$ cat src/rtl/sad_pkg.sv
// Shared constants and types of the sound activity detector.
package sad_pkg;

    localparam int          SAD_WINDOW_LEN  = 16;
    localparam int          SAD_SAMPLE_BITS = 12;
    localparam logic [31:0] SAD_HOLDOFF_MS  = 32'd65535;

    localparam int SUM_W    = 16;
    localparam int LEVEL_W  = 16;
    localparam int ACT_W    = 12;
    localparam int FLOOR_W  = 8;
    localparam int CFG_IDX_W  = 2;
    localparam int CFG_DATA_W = 16;

    localparam logic [ACT_W-1:0]   ACT_MAX    = '1;
    localparam logic [FLOOR_W-1:0] FLOOR_INIT = '1;
    localparam logic [SUM_W-1:0]   SUM_MAX    = '1;

    typedef enum logic [CFG_IDX_W-1:0] {
        CFG_ENABLE    = 2'd0,
        CFG_THRESHOLD = 2'd1
    } t_cfg_idx;

    typedef struct packed {
        logic                window_done;
        logic [ACT_W-1:0]    activity;
        logic                sound_event;
        logic                is_triggered;
        logic [LEVEL_W-1:0]  peak_level;
        logic [FLOOR_W-1:0]  quiet_level;
        logic                status_report;
    } t_result;

endpackage

$ cat src/rtl/sound_activity_detector_top.sv
// Sound activity detector: windowed sample-difference level, trigger and event logic.
// A result is registered at the output, or in a skid entry while the output is held.
// Throughput: one item per cycle unless stalled; each item is one pass through the
// difference, window-sum and reciprocal-multiply logic ahead of the result register.
// A two-entry output buffer keeps intake running while one result waits.
// Reset is synchronous, active low: detector disabled, triggered set, floor at 255.
module sound_activity_detector_top #(
    parameter int          WINDOW_LEN       = sad_pkg::SAD_WINDOW_LEN,
    parameter int          SAMPLE_BITS      = sad_pkg::SAD_SAMPLE_BITS,
    parameter logic [31:0] EVENT_HOLDOFF_MS = sad_pkg::SAD_HOLDOFF_MS
) (
    input  logic                           i_clk,
    input  logic                           i_rst_n,
    // configuration write channel
    input  logic                           i_cfg_valid,
    output logic                           o_cfg_ready,
    input  logic [sad_pkg::CFG_IDX_W-1:0]  i_cfg_index,
    input  logic [sad_pkg::CFG_DATA_W-1:0] i_cfg_data,
    // input item channel
    input  logic                           i_in_valid,
    output logic                           o_in_stall,
    input  logic [SAMPLE_BITS-1:0]         i_sample,
    input  logic [31:0]                    i_now_ms,
    input  logic                           i_display_on,
    // result channel
    output logic                           o_out_valid,
    input  logic                           i_out_stall,
    output logic                           o_window_done,
    output logic [sad_pkg::ACT_W-1:0]      o_activity,
    output logic                           o_sound_event,
    output logic                           o_is_triggered,
    output logic [sad_pkg::LEVEL_W-1:0]    o_peak_level,
    output logic [sad_pkg::FLOOR_W-1:0]    o_quiet_level,
    output logic                           o_status_report
);
    import sad_pkg::*;

    localparam int CNT_W = $clog2(WINDOW_LEN);
    // Exact division of a 16-bit sum by WINDOW_LEN: q = (x * m) >> (16 + l),
    // with l = ceil(log2 W) and m = ceil(2^(16+l) / W).
    localparam int RSH = SUM_W + $clog2(WINDOW_LEN);
    localparam logic [SUM_W:0] RECIP =
        (SUM_W + 1)'(((64'd1 << RSH) + 64'(WINDOW_LEN) - 64'd1) / 64'(WINDOW_LEN));
    localparam logic [CNT_W-1:0] CNT_LAST = CNT_W'(WINDOW_LEN - 1);

    // detector state
    logic                   r_enable, n_enable;
    logic [LEVEL_W-1:0]     r_threshold, n_threshold;
    logic [SAMPLE_BITS-1:0] r_last, n_last;
    logic                   r_have_base, n_have_base;
    logic [SUM_W-1:0]       r_sum, n_sum;
    logic [CNT_W-1:0]       r_count, n_count;
    logic                   r_trig, n_trig;
    logic [LEVEL_W-1:0]     r_ceil, n_ceil;
    logic [FLOOR_W-1:0]     r_floor, n_floor;
    logic [31:0]            r_last_ev, n_last_ev;
    logic                   r_pending, n_pending;

    // output buffer
    logic    r_out_valid, n_out_valid;
    logic    r_skid_valid, n_skid_valid;
    t_result r_out, n_out;
    t_result r_skid, n_skid;

    logic                   in_accept;
    logic                   out_fire;
    logic [SAMPLE_BITS-1:0] diff;
    logic [SUM_W:0]         sum_wide;
    logic [SUM_W-1:0]       sum_sat;
    logic [2*SUM_W:0]       prod;
    logic [LEVEL_W-1:0]     act_full;
    logic [31:0]            elapsed;
    t_result                res;

    assign o_cfg_ready = 1'b1;
    assign o_in_stall  = r_skid_valid;
    assign in_accept   = i_in_valid && !r_skid_valid;
    assign out_fire    = r_out_valid && !i_out_stall;

    assign diff     = (i_sample >= r_last) ? (i_sample - r_last) : (r_last - i_sample);
    assign sum_wide = (SUM_W + 1)'(r_sum) + (SUM_W + 1)'(diff);
    assign sum_sat  = sum_wide[SUM_W] ? SUM_MAX : sum_wide[SUM_W-1:0];
    assign prod     = (2 * SUM_W + 1)'(sum_sat) * (2 * SUM_W + 1)'(RECIP);
    assign act_full = LEVEL_W'(prod >> RSH);
    assign elapsed  = i_now_ms - r_last_ev;

    always_comb begin
        n_enable    = r_enable;
        n_threshold = r_threshold;
        n_last      = r_last;
        n_have_base = r_have_base;
        n_sum       = r_sum;
        n_count     = r_count;
        n_trig      = r_trig;
        n_ceil      = r_ceil;
        n_floor     = r_floor;
        n_last_ev   = r_last_ev;
        n_pending   = r_pending;

        res.window_done   = 1'b0;
        res.activity      = '0;
        res.sound_event   = 1'b0;
        res.status_report = 1'b0;

        if (in_accept) begin
            if (r_pending) begin
                // A pending report takes this item; the sample is dropped.
                n_pending         = 1'b0;
                res.status_report = 1'b1;
            end else if (r_enable && i_display_on) begin
                n_last = i_sample;
                if (!r_have_base) begin
                    n_have_base = 1'b1;
                end else if (r_count == CNT_LAST) begin
                    res.window_done = 1'b1;
                    res.activity    = (act_full > LEVEL_W'(ACT_MAX)) ? ACT_MAX
                                                                     : act_full[ACT_W-1:0];
                    if (act_full > r_threshold) begin
                        if (!r_trig) begin
                            n_trig = 1'b1;
                            if (elapsed > EVENT_HOLDOFF_MS) begin
                                res.sound_event = 1'b1;
                                n_last_ev       = i_now_ms;
                            end
                        end else if (act_full > r_ceil) begin
                            n_ceil    = act_full;
                            n_pending = 1'b1;
                        end
                    end else if (r_trig) begin
                        n_trig = 1'b0;
                    end else if (act_full < LEVEL_W'(r_floor)) begin
                        n_floor   = act_full[FLOOR_W-1:0];
                        n_pending = 1'b1;
                    end
                    n_sum   = '0;
                    n_count = '0;
                end else begin
                    n_sum   = sum_sat;
                    n_count = r_count + CNT_W'(1);
                end
            end
        end

        res.is_triggered = n_trig;
        res.peak_level   = n_ceil;
        res.quiet_level  = n_floor;

        // Users write configuration only while no item is in flight; not enforced.
        if (i_cfg_valid) begin
            unique case (i_cfg_index)
                CFG_ENABLE: begin
                    if (i_cfg_data[0] != r_enable) begin
                        if (i_cfg_data[0]) begin
                            n_sum       = '0;
                            n_count     = '0;
                            n_have_base = 1'b0;
                        end
                        n_enable  = i_cfg_data[0];
                        n_trig    = !i_cfg_data[0];
                        n_pending = 1'b1;
                    end
                end
                CFG_THRESHOLD: begin
                    n_threshold = i_cfg_data[LEVEL_W-1:0];
                    n_pending   = 1'b1;
                end
                default: ;
            endcase
        end
    end

    always_comb begin
        n_out_valid  = r_out_valid;
        n_skid_valid = r_skid_valid;
        n_out        = r_out;
        n_skid       = r_skid;
        if (!r_out_valid || out_fire) begin
            if (r_skid_valid) begin
                n_out        = r_skid;
                n_out_valid  = 1'b1;
                n_skid_valid = 1'b0;
            end else begin
                n_out       = res;
                n_out_valid = in_accept;
            end
        end else if (in_accept) begin
            n_skid       = res;
            n_skid_valid = 1'b1;
        end
    end

    always_ff @(posedge i_clk) begin
        if (!i_rst_n) begin
            r_enable     <= 1'b0;
            r_threshold  <= '0;
            r_last       <= '0;
            r_have_base  <= 1'b0;
            r_sum        <= '0;
            r_count      <= '0;
            r_trig       <= 1'b1;
            r_ceil       <= '0;
            r_floor      <= FLOOR_INIT;
            r_last_ev    <= '0;
            r_pending    <= 1'b0;
            r_out_valid  <= 1'b0;
            r_skid_valid <= 1'b0;
        end else begin
            r_enable     <= n_enable;
            r_threshold  <= n_threshold;
            r_last       <= n_last;
            r_have_base  <= n_have_base;
            r_sum        <= n_sum;
            r_count      <= n_count;
            r_trig       <= n_trig;
            r_ceil       <= n_ceil;
            r_floor      <= n_floor;
            r_last_ev    <= n_last_ev;
            r_pending    <= n_pending;
            r_out_valid  <= n_out_valid;
            r_skid_valid <= n_skid_valid;
        end
    end

    always_ff @(posedge i_clk) begin
        r_out  <= n_out;
        r_skid <= n_skid;
    end

    assign o_out_valid     = r_out_valid;
    assign o_window_done   = r_out.window_done;
    assign o_activity      = r_out.activity;
    assign o_sound_event   = r_out.sound_event;
    assign o_is_triggered  = r_out.is_triggered;
    assign o_peak_level    = r_out.peak_level;
    assign o_quiet_level   = r_out.quiet_level;
    assign o_status_report = r_out.status_report;

endmodule

$ cat config.mk
export PLATFORM = sky130hd
export DESIGN_NAME = sound_activity_detector_top
export DESIGN_NICKNAME = d
export VERILOG_FILES = /design/src/rtl/sad_pkg.sv /design/src/rtl/sound_activity_detector_top.sv
export SDC_FILE = /design/constraint.sdc
export NUM_CORES = 1
export LEC_CHECK = 0
export BUFFER_PORTS_ARGS = -buffer_cell sky130_fd_sc_hd__buf_2
export CAP_MARGIN = 20
export CORE_MARGIN = 3
export CORE_UTILIZATION = 40
export CTS_BUF_LIST = sky130_fd_sc_hd__clkbuf_8
export DETAILED_ROUTE_END_ITERATION = 16
export SYNTH_ARGS = -nofsm -noshare
export SYNTH_HDL_FRONTEND = slang
export SYNTH_SLANG_ARGS = --single-unit
$ cat constraint.sdc
create_clock -name i_clk -period 9.4 [get_ports i_clk]
set_clock_uncertainty 0.05 [all_clocks]
set_input_delay 1.88 -clock i_clk [delete_from_list [all_inputs] [get_ports i_clk]]
set_output_delay 1.88 -clock i_clk [all_outputs]
set_load 0.1 [all_outputs]
==> flow_summary.ini, run 1 <==
[worst_hold_path]
worstHoldPathType = reg2reg
worstHoldStart = r_last_ev[21]$_SDFFE_PN0P_

[setup_path]
cp.arrival_ns = 8.71
ff2ff_setup_slack_ns = 2.08
crit_start = i_sample[0]
crit_path_frequent_cell = a21o_1
endpoint = o_peak_level[11]$_DFFE_PP_
path_max_fanout = 14
crit_buf_inv = 6
max_stage_delay_ns = 0.45
crit_type = in2reg
worst_path_max_delay_cell = o21ai_2
rr_startpoint = r_last[0]$_SDFFE_PN0P_
cp-end-kind = flop
timing.rr.end = o_peak_level[11]$_DFFE_PP_
cp.required_ns = 9.58
r2r_cells = 32
cp_top_family = compound AO/OA/AOI/OAI gates
start_kind = primary input
cp.depth = 34

[synth]
synthCells = 1259
synth_edf_count = 80
ys_async_sr_fraction_pct = 0
ys.flop_type = dfxtp_1
yosysWarnings = 0
syn_area_per_cell_sq_um = 9.10
ys_seq_area_share_pct = 40.2
synth.distinct_cells = 74
syn-num-nets = 1427
ys_ff_latch = 190
syn_area_sq_um = 11500

[floorplanning]
initial_utilization_pct = 40.9
core_area_sq_um = 28000
rows = 61
die_x_microns = 175
fp.dieH_microns = 175
io_pins = 111
die-area_sq_um = 30700

[sta]
finalMaxSlewViolations = 0
whs_ns = 0.415
post-route-period-util_pct = 90.7
fmax_mhz = 117
worstMarginPinSlew_ns = 1.18
final_hold_viol_count = 0
setup_viol_count_final = 0
rsz0062_at_grt = false
slew-limit-headroom_pct = 21.0
finalSetupTns_ns = 0
finalCriticalPeriod_ns = 8.53

[final_layout]
final_common_cell = nand2_1
layout-drive-gt1-share_pct = 14.7
syn_to_final_growth_pct = 12.3
fillCellCount = 2789
final_core_util_pct = 45.9
insertedDiodeCount = 0
num-nets-final = 1520
layout_common_cells = nand2_1 (199), inv_1 (124), dfxtp_1 (109)
fin_cells = 1743

[clocking]
cts_buffer_depth = 2
cts_setup_buffers = 0
cts_buffers = 17
cts-resized-gates = 0
hold_buffers = 0
clockRootBuffer = clkbuf_8
cts_tree = built
clk-insertion-delay-late_ns = 0.49
numClockSinks = 190
ctsHtreeMaxLevel = 4
cts.clk_slew.worst_paths_ns = 0.12

[detailed_routing]
totalWireLength_mm = 27.1
vias = 8895
wl_per_cell_microns = 15.6
postRouteAntennaNets = 0
viasPerCell = 5.10
drc = 0
first_iter_violations = 473
firstDrtPassIters = 5

[power_and_ir_drop]
vdd_drop_max_uv = 106
powerDensity_nw_per_um2 = 143
p_leak_nw = 5.56

[global_routing]
grt_first_pass_wirelength_mm = 44.3
grt_max_degree = 63
grt_usage_pct = 17.8
grt_pass1_vias = 8563
antenna_found_initial = 0
overflow = 0

[place]
dp.cells = 1711
dpl.hpwl_mm = 20.5
gp_congestion = 0.887
portBuffers = 109

[job]
drv_cap = 0

[run_status]
outcome = finished clean
## worst min-delay path, stage by stage, from the launching register on
cell and delay [ns]:
dfxtp_1 0.33, nand2_1 0.05, mux2i_1 0.05
## synthesized netlist by cell type, types with 3 or more instances
library cell	count	area, sq um
a22oi_1	12	90.1
mux2_2	17	191
a21o_1	50	375
a31oi_1	9	56.3
ha_1	96	1200
nand4_1	11	68.8
inv_1	124	465
and3_1	5	31.3
nor3_1	13	65.1
dfxtp_1	110	2200
mux2i_1	62	621
a21boi_0	32	240
o21a_1	6	45.0
and2_1	19	119
clkbuf_1	44	165
nand2b_1	11	68.8
buf_6	3	33.8
o21bai_1	6	45.0
o21ai_1	6	30.0
a211oi_1	5	37.5
nand3_1	22	110
xnor2_1	19	166
nor3b_1	3	22.5
fa_1	4	80.1
o21ai_0	50	250
buf_2	4	20.0
o31ai_1	3	22.5
nand2_1	200	751
a211o_1	3	26.3
xor2_1	14	123
a221oi_1	5	43.8
nor2_1	55	206
nor4_1	6	37.5
and4_1	6	52.6
nor2b_1	18	113
or2_2	6	37.5
a21oi_1	67	335
edfxtp_1	80	2400
or3_1	4	25.0
o211ai_1	9	67.6
## worst min-delay path by stage
| stage | slack [ns] | endpoint | depth (start not counted) |
|---|---|---|---|
| floorplan | 0.39 | r_sum[0]$_SDFF_PN0_ | 2 |
| detailed placement | 0.40 | r_last_ev[1]$_SDFFE_PN0P_ | 2 |
| finish | 0.42 | r_last_ev[21]$_SDFFE_PN0P_ | 2 |
| CTS | 0.42 | r_last_ev[1]$_SDFFE_PN0P_ | 2 |
| global route | 0.43 | r_last_ev[27]$_SDFFE_PN0P_ | 2 |
| global placement | 0.39 | r_last_ev[22]$_SDFFE_PN0P_ | 2 |
## layer usage
metal,part of all wire (%),vias up,GRT usage [%]
li1,-,4568,-
met1,49,4144,24.5
met2,45,161,28.9
met3,4.0,22,2.89
met4,1.9,0,4.89
met5,0,-,0
## sequential cells by signal, indices dropped and copies added, names as in the netlist
signal,cells
r_threshold,16
o_sound_event,1
o_window_done,1
r_trig,1
r_skid,40
o_is_triggered,1
r_have_base,1
o_activity,12
o_in_stall,1
r_floor,8
o_out_valid,1
r_enable,1
r_count,4
r_last,12
r_last_ev,32
o_peak_level,16
o_status_report,1
r_ceil,16
o_quiet_level,8
r_sum,16
r_pending,1
## metrics by stage
stage          setup slack [ns]  total power [W]  instance area (sq um)
6_report                  0.871          0.00184                  12900
5_1_grt                   0.219          0.00193                  12900
4_1_cts                   0.963          0.00187                  12900
3_5_place_dp              0.449          0.00124                  12400
3_3_place_gp              0.591          0.00124                  12400
2_1_floorplan             0.974          0.00115                  11500
## kinds of logic after synthesis
family	after synthesis	synth area share, %
AOI/OAI and AO/OA	291	17.2
xor gates and xnor gates	33	2.52
adders and majority gates	100	11.2
buffers and inverters	176	6.04
DFF	190	40.2
muxes	80	7.19
other	1	0.0327
and+or+nand+nor	388	15.7
## report_power, final
| part | internal, W | switching (W) |
|---|---|---|
| Combinational | 0.000109 | 0.000237 |
| Sequential | 0.000874 | 0.00000603 |
| Clock | 0.000226 | 0.000391 |
## area by class of cell
type | instances | area (sq um) | share of cell area, %
multi-input cells | 893 | 6170 | 48.0
flip-flops and latches | 190 | 4610 | 35.8
well taps | 378 | 473 | 3.68
clock buffers | 17 | 234 | 1.82
repair buffers | 126 | 679 | 5.28
inverters | 124 | 465 | 3.62
clock inverters | 15 | 231 | 1.80
(Power assumes the default switching activity.)
==> run 2, diff against run 1 <==
--- a/config.mk
+++ b/config.mk
@@ -5,12 +5,13 @@
 export SDC_FILE = /design/constraint.sdc
 export NUM_CORES = 1
 export LEC_CHECK = 0
-export BUFFER_PORTS_ARGS = -buffer_cell sky130_fd_sc_hd__buf_2
+export ABC_AREA = 1
 export CAP_MARGIN = 20
 export CORE_MARGIN = 3
 export CORE_UTILIZATION = 40
 export CTS_BUF_LIST = sky130_fd_sc_hd__clkbuf_8
 export DETAILED_ROUTE_END_ITERATION = 16
+export DONT_BUFFER_PORTS = 1
 export SYNTH_ARGS = -nofsm -noshare
 export SYNTH_HDL_FRONTEND = slang
 export SYNTH_SLANG_ARGS = --single-unit
==> run 2 against run 1 <==
Clock power fell by 11%. Routed wire length increased by 28%. Count of clock-buffer cells in the layout increased by 1. Largest power group unchanged. Non-clock buffer count is 113 lower. Critical path depth unchanged. Cell area increased by 5.5%. Power up 2.7%. Final cell count increased by 27%. Worst setup slack gained 0.63 ns. Combinational power is 17% higher. Critical endpoint is now o_peak_level[0]$_DFFE_PP_. Sequential cell count is the same. Fmax up 8.0%.
==> flow_summary.ini, run 2 <==
[final_layout]
largest_reg_flops = 40
fillCellCount = 3202
regArea_sq_um = 4610
regMostFlops = r_skid
num-nets-final = 1968
multi_input_area_sq_um = 6730
design_area_sq_um = 13600
top_regs = r_skid: 40 flops, r_last_ev: 32 flops
syn_to_final_growth_pct = 5.74
final_common_cell = nand2_1
layout-drive-gt1-share_pct = 6.18
fin_cells = 2209
layout_common_cells = nand2_1 (529), inv_1 (321), a21oi_1 (139)
insertedDiodeCount = 0
final_core_util_pct = 43.7

[detailed_routing]
wl_per_cell_microns = 15.7
postRouteAntennaNets = 0
firstDrtPassIters = 7
drc = 0
totalWireLength_mm = 34.6
first_iter_violations = 823
viasPerCell = 5.07
vias = 11200

[clocking]
cts-resized-gates = 0
ctsHtreeMaxLevel = 4
cts_buffer_depth = 2
cts_buffers = 17
clockRootBuffer = clkbuf_8
hold_buffers = 0
numClockSinks = 190
cts_tree = built
clk-insertion-delay-late_ns = 0.49
cts.clk_slew.worst_paths_ns = 0.11
cts_setup_buffers = 0

[floorplanning]
die-area_sq_um = 34300
core_area_sq_um = 31100
io_pins = 111
fp.dieH_microns = 185
die_x_microns = 185
initial_utilization_pct = 41.3
rows = 64

[setup_path]
path_max_fanout = 17
crit_path_frequent_cell = nand2_1
rr_startpoint = r_last[0]$_SDFFE_PN0P_
r2r_cells = 33
cp.required_ns = 9.60
crit_type = in2reg
timing.rr.end = o_peak_level[0]$_DFFE_PP_
endpoint = o_peak_level[0]$_DFFE_PP_
max_stage_delay_ns = 0.43
worst_path_max_delay_cell = fa_1
start_kind = primary input
ff2ff_setup_slack_ns = 2.58
cp.arrival_ns = 8.10
crit_start = i_sample[0]
cp-end-kind = flop

[sta]
finalSetupTns_ns = 0
post-route-period-util_pct = 84.0
fmax_mhz = 127
setup_viol_count_final = 0
finalCriticalPeriod_ns = 7.90
slew-limit-headroom_pct = 34.2
worstMarginPinSlew_ns = 0.986
final_hold_viol_count = 0
finalMaxSlewViolations = 0
rsz0062_at_grt = false

[synth]
synthCells = 1818
synth_mux_area_share_pct = 0.400
yosys-top-cells-area = edfxtp_1 (19%), dfxtp_1 (17%), nand2_1 (15%)
ys_ff_latch = 190
synth_top_area_share_pct = 18.7
yosysMostFrequentCell = nand2_1
yosys.area.top_type = edfxtp_1
synth_fa_ha_area_share_pct = 9.98
syn_area_sq_um = 12800
synth_edf_count = 80
synth_top_family_by_area = simple AND/OR/NAND/NOR gates
ys_async_sr_fraction_pct = 0
ys_top_cells_by_count = nand2_1 (530), inv_1 (321), a21oi_1 (139), nor2_1 (126), dfxtp_1 (110)
ys_seq_area_share_pct = 35.9
syn-num-nets = 1986
ys.flop_type = dfxtp_1
synth.distinct_cells = 53
synth-xor-area-share_pct = 1.23
yosys.area_share.simple_pct = 29.2
yosysWarnings = 0
synth_compound_area_share_pct = 11.5
syn_area_per_cell_sq_um = 7.06

[place]
dpl_cell_area_sq_um = 13200
dp.cells = 2177
gp_congestion = 0.904
dpl.hpwl_mm = 26.5
portBuffers = 0

[global_routing]
grt_first_pass_wirelength_mm = 55.9
grt_max_degree = 48
overflow = 0
grt_usage_pct = 20.5
grt_pass1_vias = 10700
antenna_found_initial = 0

[worst_hold_path]
worstHoldPathType = reg2reg

[power_and_ir_drop]
vdd_drop_max_uv = 73.6
p_leak_nw = 6.41
powerDensity_nw_per_um2 = 139

[job]
drv_cap = 0

[run_status]
outcome = finished clean
[run 2: changes by cell type after synthesis, sizes merged, moves of 17 or more]
cell,before,now
o21ai,57,77
a21oi,69,140
mux2,18,1
nand2,200,539
mux2i,62,4
inv,124,327
nand3,23,90
nor2,55,139
nand4,11,57
a21boi,33,1
nor2b,18,0
a21o,50,4
[run 2: how the worst min path moves through the flow]
stage / from / end / slack (ns) / cells after the start
final: r_last_ev[17]$_SDFFE_PN0P_ / r_last_ev[17]$_SDFFE_PN0P_ / 0.42 / 2
after CTS: r_ceil[12]$_SDFF_PN0_ / r_ceil[12]$_SDFF_PN0_ / 0.42 / 2
after global placement: r_ceil[14]$_SDFF_PN0_ / r_ceil[14]$_SDFF_PN0_ / 0.39 / 2
after detailed placement: r_ceil[12]$_SDFF_PN0_ / r_ceil[12]$_SDFF_PN0_ / 0.40 / 2
after floorplan: r_ceil[15]$_SDFF_PN0_ / r_ceil[15]$_SDFF_PN0_ / 0.38 / 2
after global routing: r_last_ev[11]$_SDFFE_PN0P_ / r_last_ev[11]$_SDFFE_PN0P_ / 0.43 / 2
[run 2: where the power goes]
group | internal, W | switching, W | total [W]
Combinational | 0.000126 | 0.000279 | 0.000405
Sequential | 0.000873 | 0.0000667 | 0.000940
Clock | 0.000205 | 0.000342 | 0.000548
Total | 0.00120 | 0.000688 | 0.00189
[run 2: layout make-up]
class	instances	share of cell area, %
multi-input combinational	1247	49.6
sequential	190	33.9
inverter	331	9.15
tap	396	3.65
clock buffer	18	1.83
clock inverter	14	1.09
timing repair buffer	13	0.747
[run 2: layer usage]
metal	track usage [%]	vias up	share of wire, %
met3	3.40	40	5.2
li1	-	5786	-
met1	28.9	5066	49
met5	0	-	0
met2	32.6	301	44
met4	5.43	0	1.7
[run 2: worst max-delay path, delay by kind of cell]
kind | cells | cell delay, ns
adders and majority gates | 4 | 1.15
xor gates and xnor gates | 1 | 0.11
buffers and inverters | 8 | 1.06
and+or+nand+nor | 15 | 2.49
AOI/OAI and AO/OA | 6 | 1.38
[run 2: kinds of logic after synthesis]
kind of cell / after synthesis
other cells: 1
buf+inv: 381
simple gates: 861
mux: 5
fa+ha+maj: 100
compound gates: 262
xor+xnor: 18
flops: 190
[run 2: through the flow]
stage	worst slack, ns	hold WS [ns]	total power (W)
global placement	1.07	0.394	0.00136
global route	0.873	0.433	0.00200
CTS	1.52	0.418	0.00191
detailed placement	0.984	0.404	0.00136
finish	1.50	0.421	0.00189
floorplan	2.32	0.382	0.00126
==> run 3, diff against run 2 <==
==> constraint.sdc (replaced) <==
create_clock -name i_clk -period 6.35 [get_ports i_clk]
set_clock_uncertainty 0.05 [all_clocks]
set_input_delay 1.27 -clock i_clk [delete_from_list [all_inputs] [get_ports i_clk]]
set_output_delay 1.27 -clock i_clk [all_outputs]
set_load 0.1 [all_outputs]
==> run 3 against run 2 <==
Utilization rose by 2.6 points. Sequential cell count did not move. Via count rose by 2.0%. Power rose by 58%. Count of clock-buffer cells in the layout fell by 1. Sequential power rose by 48%. Die area did not move. Critical path depth rose by 3. Combinational power rose by 79%. Non-clock buffer count rose by 82. Final cell count rose by 3.8%. First-iteration DRC count fell by 7.3%. Largest power group unchanged. Highest routed layer is now met5.
==> flow_summary.ini, run 3 (synthesis gave the netlist of run 2 again) <==
[floorplanning]
rows = 64
die-area_sq_um = 34300
core_area_sq_um = 31100
io_pins = 111
die_x_microns = 185
fp.dieH_microns = 185
initial_utilization_pct = 41.3

[setup_path]
crit_type = in2reg
max_stage_delay_ns = 0.35
start_kind = primary input
cp.required_ns = 6.55
crit_path_frequent_cell = inv_1
cp.arrival_ns = 6.13
cp-end-kind = flop
worst_path_max_delay_cell = fa_2
path_max_fanout = 8

[global_routing]
grt_max_degree = 44
grt_first_pass_wirelength_mm = 56.8
grt_usage_pct = 20.8
overflow = 0
grt_pass1_vias = 11000
antenna_found_initial = 2

[place]
portBuffers = 0
pre_cts_ws_ns = -0.195
dp.cells = 2258
dpl.hpwl_mm = 27.2
gp_congestion = 0.947

[detailed_routing]
totalWireLength_mm = 34.8
wl_per_cell_microns = 15.2
firstDrtPassIters = 7
first_iter_violations = 763
vias = 11400
drc = 0
postRouteAntennaNets = 0
viasPerCell = 4.98

[sta]
fmax_mhz = 168
finalSetupTns_ns = 0
final_hold_viol_count = 0
layout_setup_ws_ns = 0.411
setup_viol_count_final = 0
whs_ns = 0.414
post-route-period-util_pct = 93.5
finalCriticalPeriod_ns = 5.94
rsz0062_at_grt = false
finalMaxSlewViolations = 0
worstMarginPinSlew_ns = 0.998
slew-limit-headroom_pct = 33.4

[power_and_ir_drop]
p_leak_nw = 6.86
vdd_drop_max_uv = 103
powerDensity_nw_per_um2 = 207

[final_layout]
regMostFlops = r_skid
final_core_util_pct = 46.3
num-nets-final = 2050
fin_cells = 2292
layout_common_cells = nand2_1 (528), inv_1 (321), a21oi_1 (136)
largest_reg_flops = 40
layout-drive-gt1-share_pct = 11.0
syn_to_final_growth_pct = 12.0
top_regs = r_skid: 40 flops, r_last_ev: 32 flops
final_common_cell = nand2_1

[clocking]
cts_buffer_depth = 2
hold_buffers = 0
numClockSinks = 190
cts_tree = built
clockRootBuffer = clkbuf_8
cts.clk_slew.worst_paths_ns = 0.11
cts_setup_buffers = 0
ctsHtreeMaxLevel = 4
cts_buffers = 17
clk-insertion-delay-late_ns = 0.49

[worst_hold_path]
worstHoldPathType = reg2reg

[run_status]
outcome = finished clean

[job]
drv_cap = 0
run 3: cell count changes in the layout (fill, tap and decap cells not counted), sizes merged:
| cell | change |
|---|---|
| buf | +82 |
| bufinv | +2 |
| clkbuf | -1 |
| clkinv | -1 |
| diode | +1 |
run 3: layer usage:
layer,global-route usage (%),wire [microns]
met1,28.4,16700
met4,4.77,458
met3,4.67,2020
met2,33.8,15600
met5,0,13
run 3: cell type report:
cell class	count	area (sq um)
antenna	1	2.50
clock buffer	17	234
clock inverter	15	193
fill	3143	16700
inverter	331	1240
multi-input combinational	1247	6850
sequential	190	4610
tap	396	495
timing repair buffer	95	763
run 3: repair_timing:
| item | in CTS | in global routing |
|---|---|---|
| endpoints found under the hold margin | 0 | 0 |
| setup endpoints to repair | 0 | 53 |
| gates resized for setup | 0 | 24 |
run 3: critical path: cells and delay by family:
| kind | cells | cell delay (ns) |
|---|---|---|
| simple gates | 19 | 2.10 |
| buf+inv | 9 | 0.84 |
| xor+xnor | 1 | 0.16 |
| compound gates | 3 | 0.43 |
| mux | 1 | 0.17 |
| fa+ha+maj | 4 | 1.16 |
run 3: worst paths after layout:
kind,end,from,cells after the start,slack (ns)
setup / recovery,o_quiet_level[7]$_DFFE_PP_,i_sample[0],37,0.41
hold / removal,r_ceil[13]$_SDFF_PN0_,r_ceil[13]$_SDFF_PN0_,2,0.41
setup reg to reg,o_quiet_level[7]$_DFFE_PP_,r_last[0]$_SDFFE_PN0P_,36,0.89
hold reg to reg,r_ceil[13]$_SDFF_PN0_,r_ceil[13]$_SDFF_PN0_,2,0.41
run 3: where the power goes:
part / internal (W) / switching [W]
combinational: 0.000286 / 0.000439
clock: 0.000370 / 0.000498
sequential: 0.00129 / 0.0000989
total: 0.00195 / 0.00104
run 3: stage by stage:
step                area, sq um  total power, W
finish                    14400         0.00298
global route              14400         0.00315
global placement          13900         0.00212
floorplan                 12900         0.00187
CTS                       14300         0.00299
detailed placement        13900         0.00212
